File: src/sv/gpd_pkg.sv
// shared types and constants of the gaze presence dwell tracker
package gpd_pkg;

  localparam int unsigned TIME_BITS = 40;
  localparam int unsigned STAMP_W   = 40;
  localparam int unsigned COORD_W   = 16;
  localparam int unsigned ANGLE_W   = 16;
  localparam int unsigned CERT_W    = 7;
  localparam int unsigned LIMIT_W   = 15;
  localparam int unsigned DWELL_W   = 16;
  localparam int unsigned CFG_IDX_W = 2;
  localparam int unsigned CFG_DAT_W = 16;
  localparam int unsigned MAX_EVT   = 3;

  // configuration register indexes
  localparam logic [CFG_IDX_W-1:0] CFG_YAW_LIMIT   = 2'd0;
  localparam logic [CFG_IDX_W-1:0] CFG_PITCH_LIMIT = 2'd1;
  localparam logic [CFG_IDX_W-1:0] CFG_ENTER_DWELL = 2'd2;
  localparam logic [CFG_IDX_W-1:0] CFG_LEAVE_DWELL = 2'd3;

  // register reset values
  localparam logic [LIMIT_W-1:0] YAW_LIMIT_RST   = 15'd1500;
  localparam logic [LIMIT_W-1:0] PITCH_LIMIT_RST = 15'd1500;
  localparam logic [DWELL_W-1:0] ENTER_DWELL_RST = 16'd300;
  localparam logic [DWELL_W-1:0] LEAVE_DWELL_RST = 16'd800;

  // input operation codes
  localparam logic OP_OBSERVE   = 1'b0;
  localparam logic OP_FACE_LOST = 1'b1;

  typedef enum logic [2:0] {
    KIND_PRESENCE_ENTER = 3'd0,
    KIND_GAZE_ENTER     = 3'd1,
    KIND_GAZE_LEAVE     = 3'd2,
    KIND_POSE           = 3'd3,
    KIND_PRESENCE_LEAVE = 3'd4
  } gpd_kind_e;

  typedef logic [TIME_BITS-1:0] time_t;

  typedef struct packed {
    logic [LIMIT_W-1:0] yaw_limit;
    logic [LIMIT_W-1:0] pitch_limit;
    logic [DWELL_W-1:0] enter_dwell;
    logic [DWELL_W-1:0] leave_dwell;
  } gpd_cfg_t;

  typedef struct packed {
    logic  face_seen;
    logic  gaze_on;
    time_t enter_start;
    time_t leave_start;
  } gpd_state_t;

  // events an item produces, in order, and how many
  typedef struct packed {
    gpd_kind_e [MAX_EVT-1:0] kinds;
    logic [1:0]              count;
  } gpd_plan_t;

  typedef struct packed {
    logic                       op;
    logic [STAMP_W-1:0]         stamp_ms;
    logic [COORD_W-1:0]         face_x;
    logic [COORD_W-1:0]         face_y;
    logic [COORD_W-1:0]         face_w;
    logic [COORD_W-1:0]         face_h;
    logic signed [ANGLE_W-1:0]  yaw_cdeg;
    logic signed [ANGLE_W-1:0]  pitch_cdeg;
    logic signed [ANGLE_W-1:0]  roll_cdeg;
    logic [CERT_W-1:0]          certainty;
  } gpd_item_t;

endpackage

File: src/sv/gpd_if.sv
// channel interfaces: observation items, result events and register writes

interface gpd_item_if;
  logic                               valid;
  logic                               ready;
  logic                               op;
  logic [gpd_pkg::STAMP_W-1:0]        stamp_ms;
  logic [gpd_pkg::COORD_W-1:0]        face_x;
  logic [gpd_pkg::COORD_W-1:0]        face_y;
  logic [gpd_pkg::COORD_W-1:0]        face_w;
  logic [gpd_pkg::COORD_W-1:0]        face_h;
  logic signed [gpd_pkg::ANGLE_W-1:0] yaw_cdeg;
  logic signed [gpd_pkg::ANGLE_W-1:0] pitch_cdeg;
  logic signed [gpd_pkg::ANGLE_W-1:0] roll_cdeg;
  logic [gpd_pkg::CERT_W-1:0]         certainty;

  modport source (
    output valid, op, stamp_ms, face_x, face_y, face_w, face_h,
           yaw_cdeg, pitch_cdeg, roll_cdeg, certainty,
    input  ready
  );
  modport sink (
    input  valid, op, stamp_ms, face_x, face_y, face_w, face_h,
           yaw_cdeg, pitch_cdeg, roll_cdeg, certainty,
    output ready
  );
endinterface

interface gpd_event_if;
  logic                               valid;
  logic                               ready;
  logic [2:0]                         event_kind;
  logic [gpd_pkg::STAMP_W-1:0]        event_ms;
  logic [gpd_pkg::COORD_W-1:0]        pose_x;
  logic [gpd_pkg::COORD_W-1:0]        pose_y;
  logic [gpd_pkg::COORD_W-1:0]        pose_w;
  logic [gpd_pkg::COORD_W-1:0]        pose_h;
  logic signed [gpd_pkg::ANGLE_W-1:0] pose_yaw;
  logic signed [gpd_pkg::ANGLE_W-1:0] pose_pitch;
  logic signed [gpd_pkg::ANGLE_W-1:0] pose_roll;
  logic [gpd_pkg::CERT_W-1:0]         event_certainty;
  logic                               last;

  modport source (
    output valid, event_kind, event_ms, pose_x, pose_y, pose_w, pose_h,
           pose_yaw, pose_pitch, pose_roll, event_certainty, last,
    input  ready
  );
  modport sink (
    input  valid, event_kind, event_ms, pose_x, pose_y, pose_w, pose_h,
           pose_yaw, pose_pitch, pose_roll, event_certainty, last,
    output ready
  );
endinterface

interface gpd_cfg_if;
  logic                          valid;
  logic                          ready;
  logic [gpd_pkg::CFG_IDX_W-1:0] index;
  logic [gpd_pkg::CFG_DAT_W-1:0] data;

  modport source (output valid, index, data, input ready);
  modport sink (input valid, index, data, output ready);
endinterface

File: src/sv/gpd_step.sv
// per-item decision logic: presence, facing test, dwell timing and event list
module gpd_step (
  input  logic                               op_i,
  input  logic [gpd_pkg::STAMP_W-1:0]        stamp_ms_i,
  input  logic signed [gpd_pkg::ANGLE_W-1:0] yaw_i,
  input  logic signed [gpd_pkg::ANGLE_W-1:0] pitch_i,
  input  gpd_pkg::gpd_cfg_t                  cfg_i,
  input  gpd_pkg::gpd_state_t                state_i,
  output gpd_pkg::gpd_state_t                state_o,
  output gpd_pkg::gpd_plan_t                 plan_o
);

  logic [gpd_pkg::ANGLE_W:0] yaw_ext, pitch_ext, yaw_mag, pitch_mag;
  gpd_pkg::time_t            now;
  gpd_pkg::time_t            enter_eff, leave_eff;
  gpd_pkg::time_t            enter_age, leave_age;
  logic                      facing, enter_done, leave_done;

  assign yaw_ext   = {yaw_i[gpd_pkg::ANGLE_W-1], yaw_i};
  assign pitch_ext = {pitch_i[gpd_pkg::ANGLE_W-1], pitch_i};
  assign yaw_mag   = yaw_i[gpd_pkg::ANGLE_W-1] ? ((gpd_pkg::ANGLE_W+1)'(0) - yaw_ext) : yaw_ext;
  assign pitch_mag = pitch_i[gpd_pkg::ANGLE_W-1] ? ((gpd_pkg::ANGLE_W+1)'(0) - pitch_ext)
                                                  : pitch_ext;

  assign facing = (yaw_mag <= (gpd_pkg::ANGLE_W+1)'(cfg_i.yaw_limit)) &&
                  (pitch_mag <= (gpd_pkg::ANGLE_W+1)'(cfg_i.pitch_limit));

  assign now = gpd_pkg::time_t'(stamp_ms_i);

  // a start time of zero means no candidate yet, so it starts now
  assign enter_eff = (state_i.enter_start == '0) ? now : state_i.enter_start;
  assign leave_eff = (state_i.leave_start == '0) ? now : state_i.leave_start;
  assign enter_age = now - enter_eff;
  assign leave_age = now - leave_eff;

  // time running backwards counts as not yet elapsed
  assign enter_done = (now >= enter_eff) && (enter_age >= gpd_pkg::time_t'(cfg_i.enter_dwell));
  assign leave_done = (now >= leave_eff) && (leave_age >= gpd_pkg::time_t'(cfg_i.leave_dwell));

  always_comb begin
    logic [1:0] n;
    n       = 2'd0;
    state_o = state_i;
    for (int unsigned k = 0; k < gpd_pkg::MAX_EVT; k++) begin
      plan_o.kinds[k] = gpd_pkg::KIND_POSE;
    end
    if (op_i == gpd_pkg::OP_FACE_LOST) begin
      if (state_i.face_seen || state_i.gaze_on) begin
        plan_o.kinds[0] = gpd_pkg::KIND_PRESENCE_LEAVE;
        n = 2'd1;
        state_o = '0;
      end
    end else begin
      if (!state_i.face_seen) begin
        plan_o.kinds[n] = gpd_pkg::KIND_PRESENCE_ENTER;
        n = n + 2'd1;
        state_o.face_seen = 1'b1;
      end
      if (facing) begin
        state_o.leave_start = '0;
        if (!state_i.gaze_on) begin
          if (enter_done) begin
            plan_o.kinds[n] = gpd_pkg::KIND_GAZE_ENTER;
            n = n + 2'd1;
            state_o.gaze_on = 1'b1;
            state_o.enter_start = '0;
          end else begin
            state_o.enter_start = enter_eff;
          end
        end
      end else begin
        state_o.enter_start = '0;
        if (state_i.gaze_on) begin
          if (leave_done) begin
            plan_o.kinds[n] = gpd_pkg::KIND_GAZE_LEAVE;
            n = n + 2'd1;
            state_o.gaze_on = 1'b0;
            state_o.leave_start = '0;
          end else begin
            state_o.leave_start = leave_eff;
          end
        end
      end
      plan_o.kinds[n] = gpd_pkg::KIND_POSE;
      n = n + 2'd1;
    end
    plan_o.count = n;
  end

endmodule

File: src/sv/gaze_presence_dwell_tracker.sv
// top level of the gaze presence dwell tracker
//
// in_i carries timestamped face observations and face-lost events; out_o
// carries the resulting events, presence enter, gaze enter, gaze leave,
// pose and presence leave, with last marking the final event of an item.
// cfg_i writes the four registers (yaw and pitch limits, enter and leave
// dwell times); it is always ready and is meant to be used while idle.
//
// an item is held in an input register, then it is evaluated combinationally
// against the tracking state and its event list is loaded into the result
// register once that is free. the first event is valid once the list is loaded.
// a face-lost item produces at most one event and an observation up to
// three; the single result register hands the events out one per cycle
// while the receiver is ready. an item that produces nothing (face lost
// with nothing present) passes through and leaves the result register empty.
// the input register takes the next item while events still wait.
//
// reset clears the tracking state, empties both registers and returns the
// configuration registers to their defaults. if the receiver stalls, the
// current event holds, then the input register fills and in_i.ready drops.
module gaze_presence_dwell_tracker (
  input  logic   clk_i,
  input  logic   rst_ni,
  gpd_item_if.sink    in_i,
  gpd_event_if.source out_o,
  gpd_cfg_if.sink     cfg_i
);

  // configuration registers
  gpd_pkg::gpd_cfg_t cfg_q;

  // input register
  logic              in_vld_q;
  gpd_pkg::gpd_item_t in_q;

  // tracking state
  gpd_pkg::gpd_state_t state_q, state_d;
  gpd_pkg::gpd_plan_t  plan;

  // result register: shared payload plus the pending event list
  gpd_pkg::gpd_item_t               res_q;
  gpd_pkg::gpd_kind_e [gpd_pkg::MAX_EVT-1:0] kinds_q;
  logic [1:0]                       rem_q;   // events still to transfer
  logic [1:0]                       idx_q;   // slot of the current event

  logic in_xfer, out_xfer, res_free, load;
  gpd_pkg::gpd_kind_e kind;

  assign cfg_i.ready = 1'b1;

  always_ff @(posedge clk_i or negedge rst_ni) begin
    if (!rst_ni) begin
      cfg_q.yaw_limit   <= gpd_pkg::YAW_LIMIT_RST;
      cfg_q.pitch_limit <= gpd_pkg::PITCH_LIMIT_RST;
      cfg_q.enter_dwell <= gpd_pkg::ENTER_DWELL_RST;
      cfg_q.leave_dwell <= gpd_pkg::LEAVE_DWELL_RST;
    end else if (cfg_i.valid) begin
      unique case (cfg_i.index)
        gpd_pkg::CFG_YAW_LIMIT:   cfg_q.yaw_limit   <= cfg_i.data[gpd_pkg::LIMIT_W-1:0];
        gpd_pkg::CFG_PITCH_LIMIT: cfg_q.pitch_limit <= cfg_i.data[gpd_pkg::LIMIT_W-1:0];
        gpd_pkg::CFG_ENTER_DWELL: cfg_q.enter_dwell <= cfg_i.data[gpd_pkg::DWELL_W-1:0];
        gpd_pkg::CFG_LEAVE_DWELL: cfg_q.leave_dwell <= cfg_i.data[gpd_pkg::DWELL_W-1:0];
        default: ;
      endcase
    end
  end

  // handshakes: the result register frees up as its last event transfers
  assign out_xfer   = out_o.valid && out_o.ready;
  assign res_free   = (rem_q == 2'd0) || ((rem_q == 2'd1) && out_o.ready);
  assign load       = in_vld_q && res_free;
  assign in_i.ready = !in_vld_q || load;
  assign in_xfer    = in_i.valid && in_i.ready;

  always_ff @(posedge clk_i or negedge rst_ni) begin
    if (!rst_ni) begin
      in_vld_q <= 1'b0;
    end else if (in_xfer) begin
      in_vld_q <= 1'b1;
    end else if (load) begin
      in_vld_q <= 1'b0;
    end
  end

  always_ff @(posedge clk_i) begin
    if (in_xfer) begin
      in_q.op         <= in_i.op;
      in_q.stamp_ms   <= in_i.stamp_ms;
      in_q.face_x     <= in_i.face_x;
      in_q.face_y     <= in_i.face_y;
      in_q.face_w     <= in_i.face_w;
      in_q.face_h     <= in_i.face_h;
      in_q.yaw_cdeg   <= in_i.yaw_cdeg;
      in_q.pitch_cdeg <= in_i.pitch_cdeg;
      in_q.roll_cdeg  <= in_i.roll_cdeg;
      in_q.certainty  <= in_i.certainty;
    end
  end

  // item evaluation
  gpd_step u_step (
    .op_i       (in_q.op),
    .stamp_ms_i (in_q.stamp_ms),
    .yaw_i      (in_q.yaw_cdeg),
    .pitch_i    (in_q.pitch_cdeg),
    .cfg_i      (cfg_q),
    .state_i    (state_q),
    .state_o    (state_d),
    .plan_o     (plan)
  );

  // state advances exactly once per item, when it moves on
  always_ff @(posedge clk_i or negedge rst_ni) begin
    if (!rst_ni) begin
      state_q <= '0;
    end else if (load) begin
      state_q <= state_d;
    end
  end

  always_ff @(posedge clk_i or negedge rst_ni) begin
    if (!rst_ni) begin
      rem_q <= 2'd0;
      idx_q <= 2'd0;
    end else if (load) begin
      rem_q <= plan.count;
      idx_q <= 2'd0;
    end else if (out_xfer) begin
      rem_q <= rem_q - 2'd1;
      idx_q <= idx_q + 2'd1;
    end
  end

  always_ff @(posedge clk_i) begin
    if (load) begin
      res_q   <= in_q;
      kinds_q <= plan.kinds;
    end
  end

  // output view of the current event
  assign kind = kinds_q[idx_q];

  assign out_o.valid           = (rem_q != 2'd0);
  assign out_o.last            = (rem_q == 2'd1);
  assign out_o.event_kind      = 3'(kind);
  assign out_o.event_ms        = res_q.stamp_ms;
  assign out_o.event_certainty = (kind == gpd_pkg::KIND_PRESENCE_LEAVE) ? '0 : res_q.certainty;
  assign out_o.pose_x          = (kind == gpd_pkg::KIND_POSE) ? res_q.face_x     : '0;
  assign out_o.pose_y          = (kind == gpd_pkg::KIND_POSE) ? res_q.face_y     : '0;
  assign out_o.pose_w          = (kind == gpd_pkg::KIND_POSE) ? res_q.face_w     : '0;
  assign out_o.pose_h          = (kind == gpd_pkg::KIND_POSE) ? res_q.face_h     : '0;
  assign out_o.pose_yaw        = (kind == gpd_pkg::KIND_POSE) ? res_q.yaw_cdeg   : '0;
  assign out_o.pose_pitch      = (kind == gpd_pkg::KIND_POSE) ? res_q.pitch_cdeg : '0;
  assign out_o.pose_roll       = (kind == gpd_pkg::KIND_POSE) ? res_q.roll_cdeg  : '0;

endmodule

File: src/flat_wrapper.sv
// flat-port wrapper written by rule: the top's interface ports become plain ports
module gaze_presence_dwell_tracker_flat 
  (clk_i, rst_ni, in_i_valid, in_i_op, in_i_stamp_ms, in_i_face_x, in_i_face_y, in_i_face_w, in_i_face_h, in_i_yaw_cdeg, in_i_pitch_cdeg, in_i_roll_cdeg, in_i_certainty, in_i_ready, out_o_valid, out_o_event_kind, out_o_event_ms, out_o_pose_x, out_o_pose_y, out_o_pose_w, out_o_pose_h, out_o_pose_yaw, out_o_pose_pitch, out_o_pose_roll, out_o_event_certainty, out_o_last, out_o_ready, cfg_i_valid, cfg_i_index, cfg_i_data, cfg_i_ready);
  gpd_item_if in_i_i ();
  gpd_event_if out_o_i ();
  gpd_cfg_if cfg_i_i ();
  input  logic clk_i;
  input  logic rst_ni;
  input wire logic [$bits(in_i_i.valid)-1:0] in_i_valid;
  input wire logic [$bits(in_i_i.op)-1:0] in_i_op;
  input wire logic [$bits(in_i_i.stamp_ms)-1:0] in_i_stamp_ms;
  input wire logic [$bits(in_i_i.face_x)-1:0] in_i_face_x;
  input wire logic [$bits(in_i_i.face_y)-1:0] in_i_face_y;
  input wire logic [$bits(in_i_i.face_w)-1:0] in_i_face_w;
  input wire logic [$bits(in_i_i.face_h)-1:0] in_i_face_h;
  input wire logic [$bits(in_i_i.yaw_cdeg)-1:0] in_i_yaw_cdeg;
  input wire logic [$bits(in_i_i.pitch_cdeg)-1:0] in_i_pitch_cdeg;
  input wire logic [$bits(in_i_i.roll_cdeg)-1:0] in_i_roll_cdeg;
  input wire logic [$bits(in_i_i.certainty)-1:0] in_i_certainty;
  output wire logic [$bits(in_i_i.ready)-1:0] in_i_ready;
  output wire logic [$bits(out_o_i.valid)-1:0] out_o_valid;
  output wire logic [$bits(out_o_i.event_kind)-1:0] out_o_event_kind;
  output wire logic [$bits(out_o_i.event_ms)-1:0] out_o_event_ms;
  output wire logic [$bits(out_o_i.pose_x)-1:0] out_o_pose_x;
  output wire logic [$bits(out_o_i.pose_y)-1:0] out_o_pose_y;
  output wire logic [$bits(out_o_i.pose_w)-1:0] out_o_pose_w;
  output wire logic [$bits(out_o_i.pose_h)-1:0] out_o_pose_h;
  output wire logic [$bits(out_o_i.pose_yaw)-1:0] out_o_pose_yaw;
  output wire logic [$bits(out_o_i.pose_pitch)-1:0] out_o_pose_pitch;
  output wire logic [$bits(out_o_i.pose_roll)-1:0] out_o_pose_roll;
  output wire logic [$bits(out_o_i.event_certainty)-1:0] out_o_event_certainty;
  output wire logic [$bits(out_o_i.last)-1:0] out_o_last;
  input wire logic [$bits(out_o_i.ready)-1:0] out_o_ready;
  input wire logic [$bits(cfg_i_i.valid)-1:0] cfg_i_valid;
  input wire logic [$bits(cfg_i_i.index)-1:0] cfg_i_index;
  input wire logic [$bits(cfg_i_i.data)-1:0] cfg_i_data;
  output wire logic [$bits(cfg_i_i.ready)-1:0] cfg_i_ready;
  assign in_i_i.valid = in_i_valid;
  assign in_i_i.op = in_i_op;
  assign in_i_i.stamp_ms = in_i_stamp_ms;
  assign in_i_i.face_x = in_i_face_x;
  assign in_i_i.face_y = in_i_face_y;
  assign in_i_i.face_w = in_i_face_w;
  assign in_i_i.face_h = in_i_face_h;
  assign in_i_i.yaw_cdeg = in_i_yaw_cdeg;
  assign in_i_i.pitch_cdeg = in_i_pitch_cdeg;
  assign in_i_i.roll_cdeg = in_i_roll_cdeg;
  assign in_i_i.certainty = in_i_certainty;
  assign in_i_ready = in_i_i.ready;
  assign out_o_valid = out_o_i.valid;
  assign out_o_event_kind = out_o_i.event_kind;
  assign out_o_event_ms = out_o_i.event_ms;
  assign out_o_pose_x = out_o_i.pose_x;
  assign out_o_pose_y = out_o_i.pose_y;
  assign out_o_pose_w = out_o_i.pose_w;
  assign out_o_pose_h = out_o_i.pose_h;
  assign out_o_pose_yaw = out_o_i.pose_yaw;
  assign out_o_pose_pitch = out_o_i.pose_pitch;
  assign out_o_pose_roll = out_o_i.pose_roll;
  assign out_o_event_certainty = out_o_i.event_certainty;
  assign out_o_last = out_o_i.last;
  assign out_o_i.ready = out_o_ready;
  assign cfg_i_i.valid = cfg_i_valid;
  assign cfg_i_i.index = cfg_i_index;
  assign cfg_i_i.data = cfg_i_data;
  assign cfg_i_ready = cfg_i_i.ready;
  gaze_presence_dwell_tracker u_core (.clk_i(clk_i), .rst_ni(rst_ni), .in_i(in_i_i), .out_o(out_o_i), .cfg_i(cfg_i_i));
endmodule
File: config.mk
export PLATFORM = sky130hd
export DESIGN_NAME = gaze_presence_dwell_tracker_flat
export DESIGN_NICKNAME = d
export VERILOG_FILES = /design/src/sv/gpd_pkg.sv /design/src/sv/gpd_if.sv /design/src/sv/gpd_step.sv /design/src/sv/gaze_presence_dwell_tracker.sv /design/src/flat_wrapper.sv
export SDC_FILE = /design/constraint.sdc
export NUM_CORES = 1
export LEC_CHECK = 0
export BUFFER_PORTS_ARGS = -buffer_cell sky130_fd_sc_hd__buf_2
export CORE_ASPECT_RATIO = 0.6
export CORE_MARGIN = 4
export CORE_UTILIZATION = 35
export DETAILED_ROUTE_END_ITERATION = 8
export GPL_TIMING_DRIVEN = 0
export SETUP_SLACK_MARGIN = 0.1
export SKIP_CTS_REPAIR_TIMING = 1
export SYNTH_ARGS = -nofsm -noshare
export SYNTH_HDL_FRONTEND = slang
export SYNTH_SLANG_ARGS = --single-unit
File: constraint.sdc
create_clock -name clk_i -period 9.8 [get_ports clk_i]
set_input_delay 1.47 -clock clk_i [delete_from_list [all_inputs] [get_ports clk_i]]
set_output_delay 1.47 -clock clk_i [all_outputs]
set_load 0.005 [all_outputs]
* After elaboration in Yosys (flattened, before gate mapping)
Cells that the tools add are included.
** Storage, ports and cells
- Bits of input ports :: 183
- Output and inout bits :: 166
- Register bits after elaboration :: 477
** Cells by class
- Magnitude comparators :: 11
- Multiplexer cells :: 54
- Bitwise operators :: 9
- Reduce and logical (&&, ||, !) cells :: 28
- Eq/ne operators :: 8
- Add/sub/neg operators :: 8
** Operators with widths (number)
- two-way mux 40 bit :: 5
- two-way mux 82 bit :: 2
- two-way mux 16 bit :: 7
- two-way mux 81 bit :: 1
- greater-or-equal comparator 40 x 16 -> 1 bit :: 2
- greater-or-equal comparator 40 bit :: 2
- zero test 40 bit :: 2
- subtractor 40 bit :: 2
- two-way mux 9 bit :: 6
- two-way mux 41 bit :: 1
- less-or-equal comparator 17 x 15 -> 1 bit :: 2
- two-way mux 17 bit :: 2
- subtractor 1 x 16 -> 17 bit (first input constant) :: 2
- two-way mux 2 bit :: 13
- two-way mux 3 bit :: 6
- bitwise AND 5 x 6 -> 6 bit :: 2
- demux 3 bit (select 2 bit) :: 2
- NOT 6 bit :: 2
- AND reduction 2 bit :: 5
- logical AND 1 bit :: 9
- less-than comparator 2 x 3 -> 1 bit (second input constant) :: 3
- two-way mux 1 bit :: 7
- two-way mux 7 bit :: 1
- adder 2 x 1 -> 2 bit (second input constant) :: 3
- other kinds (19) :: 29

* Depth between registers and ports, before layout
Gate-level depths: netlist of the first run.
- Depth in word-level cells :: 16
- Gate-level depth with buffers :: 35
- Depth with buffers taken out :: 32

* Hierarchy
Synthesis of the first run repeated with hierarchy kept, for this count alone.
** Second synthesis, totals
- Cells, all modules :: 2332
- Area, all modules :: 26654.3 um^2
** By module, submodules not included
- gaze_presence_dwell_tracker :: cells an instance 880, times used 1, area each 17151.4 um^2, sequential area each 13604.3 um^2
- gpd_step :: cells an instance 1452, times used 1, area each 9502.9 um^2, sequential area each 0.0 um^2

* Worst setup path before layout of the first run
Ideal clock, no wire load.
- Kind :: register to register
- Start point :: register u_core.state_q[60] in the netlist's numbering
- End point :: register u_core.kinds_q[0] in the netlist's numbering (data pin)
- Cell stages (with the launch flop) :: 33
- Required time :: 9.528 ns
- Path slack :: 2.680 ns
- Arrival time :: 6.849 ns
- Clock period less this slack :: 7.120 ns
- Cells stage by stage :: dfrtp_1 nor4_1 nand4_1 nor3_1 clkbuf_1 a21o_1 ha_1 inv_1 fa_1 a21o_1 a221oi_1 o22ai_1 nor2b_1 xnor2_1 ha_1 o21ai_0 nor2_1 a2111oi_0 o2111ai_1 or4_1 nor4_1 and4_1 nand4_2 o41ai_4 and2_1 inv_2 ha_1 mux2i_1 mux2i_1 inv_1 ha_1 a311oi_1 o22ai_1
** RTL lines
- from (decl) :: RTL line gaze_presence_dwell_tracker.sv:37 : gpd_pkg::gpd_state_t state_q, state_d;
- from (signal assigned) :: RTL line gaze_presence_dwell_tracker.sv:117 : state_q <= state_d;
- to (signal assigned) :: RTL line gaze_presence_dwell_tracker.sv:137 : kinds_q <= plan.kinds;
- to (decl) :: RTL line gaze_presence_dwell_tracker.sv:42 : gpd_pkg::gpd_kind_e [gpd_pkg::MAX_EVT-1:0] kinds_q;

==> flow_metrics.tcl, run 1 <==
set metrics [dict create \
    cts_tree "yes" \
    std_cell_rows 76 \
    design.die.area_mm2 0.0783 \
    ant_nets 0 \
    routed_wl_um 78200 \
    cp-end-kind "flip-flop" \
    min_from "u_core.in_q[63]" \
    layout-drive-gt1-share_pct 23.9 \
    powerDensity_mw_per_mm2 383 \
    area_growth_pct 17.9 \
    clkSinkCount 473 \
    ys.flop_type "edfxtp_1" \
    crit_start "u_core.state_q[30]" \
    dp.final_hpwl_um 60700 \
    critical-path-slowest-cell "nor4_1" \
    ys_ff_latch 473 \
    cts-buffers-inserted 48 \
    grt_pass1_vias 19700 \
    core_mm2 0.0725 \
    wl_per_cell_um 20.9 \
    synth.distinct_cells 80 \
    asyncSetResetFlopFracSynth_pct 31.5 \
    fin_crit_ns 9.11 \
    globalplace.congestion 0.917 \
    worstHoldPathType "flip-flop to flip-flop" \
    cp_max_fo 10 \
    slew_violations 0 \
    report.final.setup_viol 0 \
    reg2reg_to "u_core.kinds_q[0]" \
    peakVddDrop_mv 0.186 \
    final_hold_viol_count 0 \
    drv_cap 0 \
    power_mw 11.7 \
    fmax_ghz 0.110 \
    final_cell_mix "buf_2 (362), edfxtp_1 (324), a21oi_1 (197), nand2_1 (176), ha_1 (152)" \
    clk_pin_slew_ns 0.06 \
    ys_seq_area_share_pct 52.2 \
    grt-ovfl-total 0 \
    cts-root-buf "clkbuf_16" \
    io_pins 349 \
    vias 20300 \
    synth_edf_count 324 \
    reg2reg_depth 35 \
    syn_nets 2657 \
    status "complete, no violations" \
    grt_pass1_wl_um 118000 \
    layout_commonest_cell "buf_2" \
    comb_power_share_pct 57.6 \
    skew_ns 0.0276 \
    netlist_area_mm2 0.0258 \
    synthCells 2320 \
    grt_max_degree 124 \
    finish.instance_area_mm2 0.0304 \
    drc 0 \
    grt_use_total_pct 19.4 \
    slowest_delay_ns 0.58 \
    viasPerCell 5.43 \
    antenna_found_initial 5 \
    clock_latency_ns 0.62 \
    htreeDepth 2 \
    clockBufferDepth 3 \
    endpoint "u_core.kinds_q[0]" \
    start_kind "flip-flop" \
    required_ns 10.13 \
    worstMarginPinSlew_ns 0.864 \
    rsz0062_at_grt "no" \
    die_h_um 218 \
    internal-power_mw 6.20 \
    finalSetupTns_ns 0 \
    relSlewSlack_pct 42.0 \
    layout_worst_path_cycle_share_pct 93.0 \
    power_switching_mw 5.45 \
    timing.rr.start "u_core.state_q[30]" \
    start_util_pct 35.6 \
    crit_path_frequent_cell "ha_1" \
    power_switching_share_pct 46.8 \
    drt_iter0_markers 2064 \
    postLayoutCoreUtil_pct 42.0 \
    avgSynthCellArea_um2 11.1 \
    pwr-share-clk_pct 15.5 \
    rrSetupSlack_ns 0.69 \
    nets 3058 \
    timing.critical_path.arrival_ns 9.44 \
    drtPass1Iterations 8 \
    seqPwrFrac_pct 26.9 \
    leakagePower_nw 12.6 \
    post_dp_cell_area_mm2 0.0289 \
    path_class "flip-flop to flip-flop" \
    chipWidth_um 359 \
    yosys_warnings 0 \
    io_buffers 347 \
]
## synth_stat cells, types with 7 or more instances
cell type	instances	area share, %
clkbuf_1	83	1.2
o21a_1	14	0.41
o21ai_1	18	0.35
nor3_1	28	0.54
o21bai_1	9	0.26
nand4_1	43	1.0
o21ai_0	88	1.7
nor2_1	87	1.3
buf_4	46	1.3
dfstp_2	21	2.1
mux2i_1	7	0.27
a211o_1	7	0.24
a21o_1	35	1.0
dfrtp_1	128	12
buf_2	16	0.31
xor2_1	20	0.68
o2111ai_1	7	0.24
o31ai_2	37	1.8
a211oi_1	25	0.73
edfxtp_1	324	38
nor4_1	30	0.73
a21oi_1	197	3.8
or3_1	16	0.39
mux2_2	51	2.2
nand3_1	40	0.78
nor2b_1	20	0.48
and2_1	125	3.0
ha_1	152	7.4
xnor2_1	47	1.6
or4_1	10	0.29
nor3_2	40	1.6
and3_1	55	1.3
and4_1	7	0.24
nand3b_1	8	0.23
a31oi_1	55	1.3
nand2b_1	20	0.48
o31ai_1	16	0.47
nor3b_1	7	0.20
nand2_1	176	2.6
inv_1	89	1.3
o211ai_1	18	0.52
## routing by layer
layer,vias up,track usage (%),routed length (um)
li1,9472,-,-
met5,-,0,0
met4,0,4.38,1630
met3,109,3.77,6130
met1,9944,29.9,37900
met2,749,28.0,32600
## worst max-delay path: cells and delay by family, from the launching register on
family          cells  cell delay (ns)
mux                 2             0.36
buf+inv             5             0.93
flops               1             0.40
fa+ha+maj           5             1.40
xor+xnor            1             0.17
simple gates       11             2.97
compound gates     11             2.58
## kinds of logic after synthesis
group	after synthesis	share of synthesized area, %
flops	473	52.2
fa+ha+maj	154	7.52
other cells	1	0.0145
mux	59	2.54
simple gates	722	15.5
buf+inv	243	4.39
xor+xnor	67	2.27
compound gates	601	15.5
## how the worst min path moves through the flow
stage / end / cells past startpoint
2_1_floorplan: u_core.res_q[0] / 0
3_3_place_gp: u_core.res_q[102] / 0
3_5_place_dp: u_core.res_q[105] / 0
4_1_cts: u_core.res_q[95] / 0
5_1_grt: u_core.res_q[5] / 0
6_report: u_core.res_q[63] / 0
## registers in the layout, indices dropped and copies added (netlist names)
signal and cells:
u_core.cfg_q 62, u_core.state_q 82, u_core.res_q 119, u_core.idx_q 2, u_core.rem_q 2, u_core.in_vld_q 1, u_core.kinds_q 5, u_core.in_q 160
u_core.out_o.event_ms 40
## cell type report
type                            count  area [um^2]
Fill cell                        6922        42000
Sequential cell                   473        13500
Multi-Input combinational cell   1604        11200
Timing Repair Buffer              351         1850
Clock buffer                       60         1280
Tap cell                          975         1220
Buffer                            153          798
Inverter                           90          345
Clock inverter                     30          239
Antenna cell                        1         2.50
## stage by stage
stage / cells / hold WS [ns] / setup WS (ns)
final: 3737 / 0.416 / 0.688
after global routing: 3737 / 0.423 / 0.117
after CTS: 3736 / 0.403 / 0.684
after detailed placement: 3646 / 0.405 / 0.717
after global placement: 3642 / 0.400 / 0.202
after floorplan: 2320 / 0.400 / 2.68
## power groups by stage
stage                     Clock (mW)  Combinational, mW  Sequential, mW
after floorplan                    0               4.54            3.09
after global placement             0               6.48            3.29
after detailed placement           0               6.59            3.17
after CTS                       1.86               6.63            3.13
after global routing            1.95               7.44            3.18
final                           1.81               6.71            3.13
Power figures use the tool's default switching activity.
==> inputs of run 2 (changes only) <==
--- a/config.mk
+++ b/config.mk
@@ -5,6 +5,7 @@
 export SDC_FILE = /design/constraint.sdc
 export NUM_CORES = 1
 export LEC_CHECK = 0
+export ABC_AREA = 1
 export BUFFER_PORTS_ARGS = -buffer_cell sky130_fd_sc_hd__buf_2
 export CORE_ASPECT_RATIO = 0.6
 export CORE_MARGIN = 4
==> run 2 against run 1 <==
Net effect: utilization decreased by 0.21 points; sequential share of layout area fell by 1.9 points; setup slack better by 2.0 ns; final cell count is 28% higher; flip-flop and latch count unchanged; clock skew grew 0.0017 ns; synthesized cell count rose by 44%; area after synthesis is 4.7% higher; non-clock buffer count fell by 51.
==> flow_metrics.tcl, run 2 <==
set metrics [dict create \
    min_from "u_core.in_q[57]" \
    layout_commonest_cell "nand2_1" \
    synth_edf_count 324 \
    reg_top3 "u_core.in_q x160, u_core.res_q x119, u_core.state_q x82" \
    worstMarginPinSlew_ns 0.812 \
    avgSynthCellArea_um2 8.10 \
    fin_crit_ns 7.10 \
    use_met3_pct 3.68 \
    ys_seq_area_share_pct 49.9 \
    drt_iter0_markers 1996 \
    clock_latency_ns 0.62 \
    relSlewSlack_pct 45.8 \
    timing.rr.start "u_core.state_q[0]" \
    ys.flop_type "edfxtp_1" \
    required_ns 10.33 \
    slowest_delay_ns 0.54 \
    crit_start "u_core.state_q[0]" \
    ant_nets 0 \
    skew_ns 0.0293 \
    die_h_um 223 \
    path_class "flip-flop to flip-flop" \
    nets 4077 \
    std_cell_rows 78 \
    grt-ovfl-total 0 \
    timing.critical_path.arrival_ns 7.64 \
    core_mm2 0.0760 \
    drv_cap 0 \
    synth.area.top_cells "edfxtp_1 (36%), nand2_1 (13%), dfrtp_1 (12%)" \
    ys_ff_latch 473 \
    cp-end-kind "flip-flop" \
    rsz0062_at_grt "no" \
    globalplace.congestion 0.902 \
    status "complete, no violations" \
    grt_max_degree 108 \
    nFillCells 7627 \
    asyncSetResetFlopFracSynth_pct 31.5 \
    vias 22500 \
    area_growth_pct 17.6 \
    worstHoldPathType "flip-flop to flip-flop" \
    crit_path_frequent_cell "nand2_1" \
    viasPerCell 4.71 \
    use_met2_pct 26.7 \
    synth.distinct_cells 44 \
    slew_violations 0 \
    htreeDepth 2 \
    synth_most_common_cell "nand2_1" \
    synth_common_cells "nand2_1 (952), inv_1 (609), nor2_1 (452)" \
    dp.final_hpwl_um 65400 \
    final_hold_viol_count 0 \
    cts_tree "yes" \
    grt_pass1_wl_um 123000 \
    start_kind "flip-flop" \
    whs_ns 0.413 \
    cts-buffers-inserted 47 \
    final_cell_mix "nand2_1 (952), inv_1 (608), nor2_1 (451), buf_2 (360), edfxtp_1 (324)" \
    largest_reg_flops 160 \
    start_util_pct 35.6 \
    drtPass1Iterations 5 \
    layout-drive-gt1-share_pct 14.3 \
    hold_depth 0 \
    cts-root-buf "clkbuf_16" \
    postLayoutCoreUtil_pct 41.8 \
    chipWidth_um 367 \
    synthCells 3337 \
    synth.top_cell.area_share_pct 36.0 \
    clkSinkCount 473 \
    fmax_ghz 0.141 \
    clockBufferDepth 3 \
    top_usage_layer "met1" \
    reg2reg_depth 39 \
    io_pins 349 \
    yosysTopAreaCell "edfxtp_1" \
    wl_per_cell_um 17.2 \
    design.die.area_mm2 0.0819 \
    grt_pass1_vias 20500 \
    routed_wl_um 82100 \
    layout_worst_path_cycle_share_pct 72.5 \
    drc 0 \
    syn_nets 3674 \
    regMostFlops "u_core.in_q" \
    yosys_warnings 0 \
    io_buffers 347 \
    critical-path-slowest-cell "or4_1" \
    grt_use_met1_pct 31.4 \
    cp_max_fo 10 \
    netlist_area_mm2 0.0270 \
    clk_pin_slew_ns 0.06 \
    grt_use_total_pct 19.5 \
    report.final.setup_viol 0 \
    antenna_found_initial 7 \
]
[run 2: changes by cell type after synthesis, moves of 51 or more]
cell	previous run	this run
nand3_1	40	126
inv_1	89	609
mux2_2	51	0
nor2_1	87	452
nand2_1	176	952
and3_1	55	3
a31oi_1	55	4
a21oi_1	197	113
and2_1	125	1
[run 2: worst max-delay path: cells and delay by family (launching register included)]
family	cells	cell delay [ns]
AO/OA/AOI/OAI	6	0.82
XOR/XNOR	1	0.21
adder cells (fa/ha/maj)	5	1.43
buffers and inverters	7	1.00
flip-flops	1	0.41
AND/OR/NAND/NOR	20	3.15
[run 2: metrics by stage]
step                cell area [um^2]  setup TNS [ns]  instances  setup slack (ns)
floorplan                      27000               0       3337              2.45
global placement               30000         -129.33       4684             -1.79
detailed placement             30200               0       4691              2.80
CTS                            31800               0       4778              2.82
global route                   31800               0       4783              2.15
finish                         31800               0       4784              2.70
[run 2: path summary, 6_finish.rpt]
path,to,slack [ns]
setup / recovery,u_core.rem_q[1],2.70
hold / removal,u_core.res_q[57],0.41
setup reg to reg,u_core.rem_q[1],2.70
hold reg to reg,u_core.res_q[57],0.41
max in group asynchronous,u_core.cfg_q[12],8.11
min in group asynchronous,u_core.state_q[76],0.78
[run 2: per-layer routing]
metal  up-vias  share of wire [%]
li1      11300                  -
met1     10400                 51
met2       725                 39
met3        70                8.4
met4         0                1.6
met5         -                  0
[run 2: area by class of cell]
| cell class | count | area [um^2] | area share (%) |
|---|---|---|---|
| Clock inverter | 22 | 236 | 0.744 |
| Clock buffer | 65 | 1340 | 4.22 |
| Timing Repair Buffer | 354 | 1900 | 5.98 |
| Tap cell | 1000 | 1250 | 3.94 |
| Antenna cell | 6 | 15.0 | 0.0472 |
| Multi-Input combinational cell | 2142 | 10600 | 33.4 |
| Inverter | 623 | 2350 | 7.38 |
| Buffer | 99 | 584 | 1.84 |
| Sequential cell | 473 | 13500 | 42.4 |
[run 2: cell families (layout without fill, tap and decap cells)]
family | Yosys count | count (layout) | share of synthesized area (%)
flip-flops | 473 | 473 | 49.9
buffers and inverters | 722 | 1163 | 10.8
adder cells (fa/ha/maj) | 154 | 154 | 7.18
other | 1 | 7 | 0.0139
AND/OR/NAND/NOR | 1649 | 1649 | 24.7
XOR/XNOR | 58 | 58 | 1.88
AO/OA/AOI/OAI | 280 | 280 | 5.49
Power of run 2 is left out: the tool's default activity adds up to more than one toggle a clock period on the data nets, which glitch-free logic cannot reach.
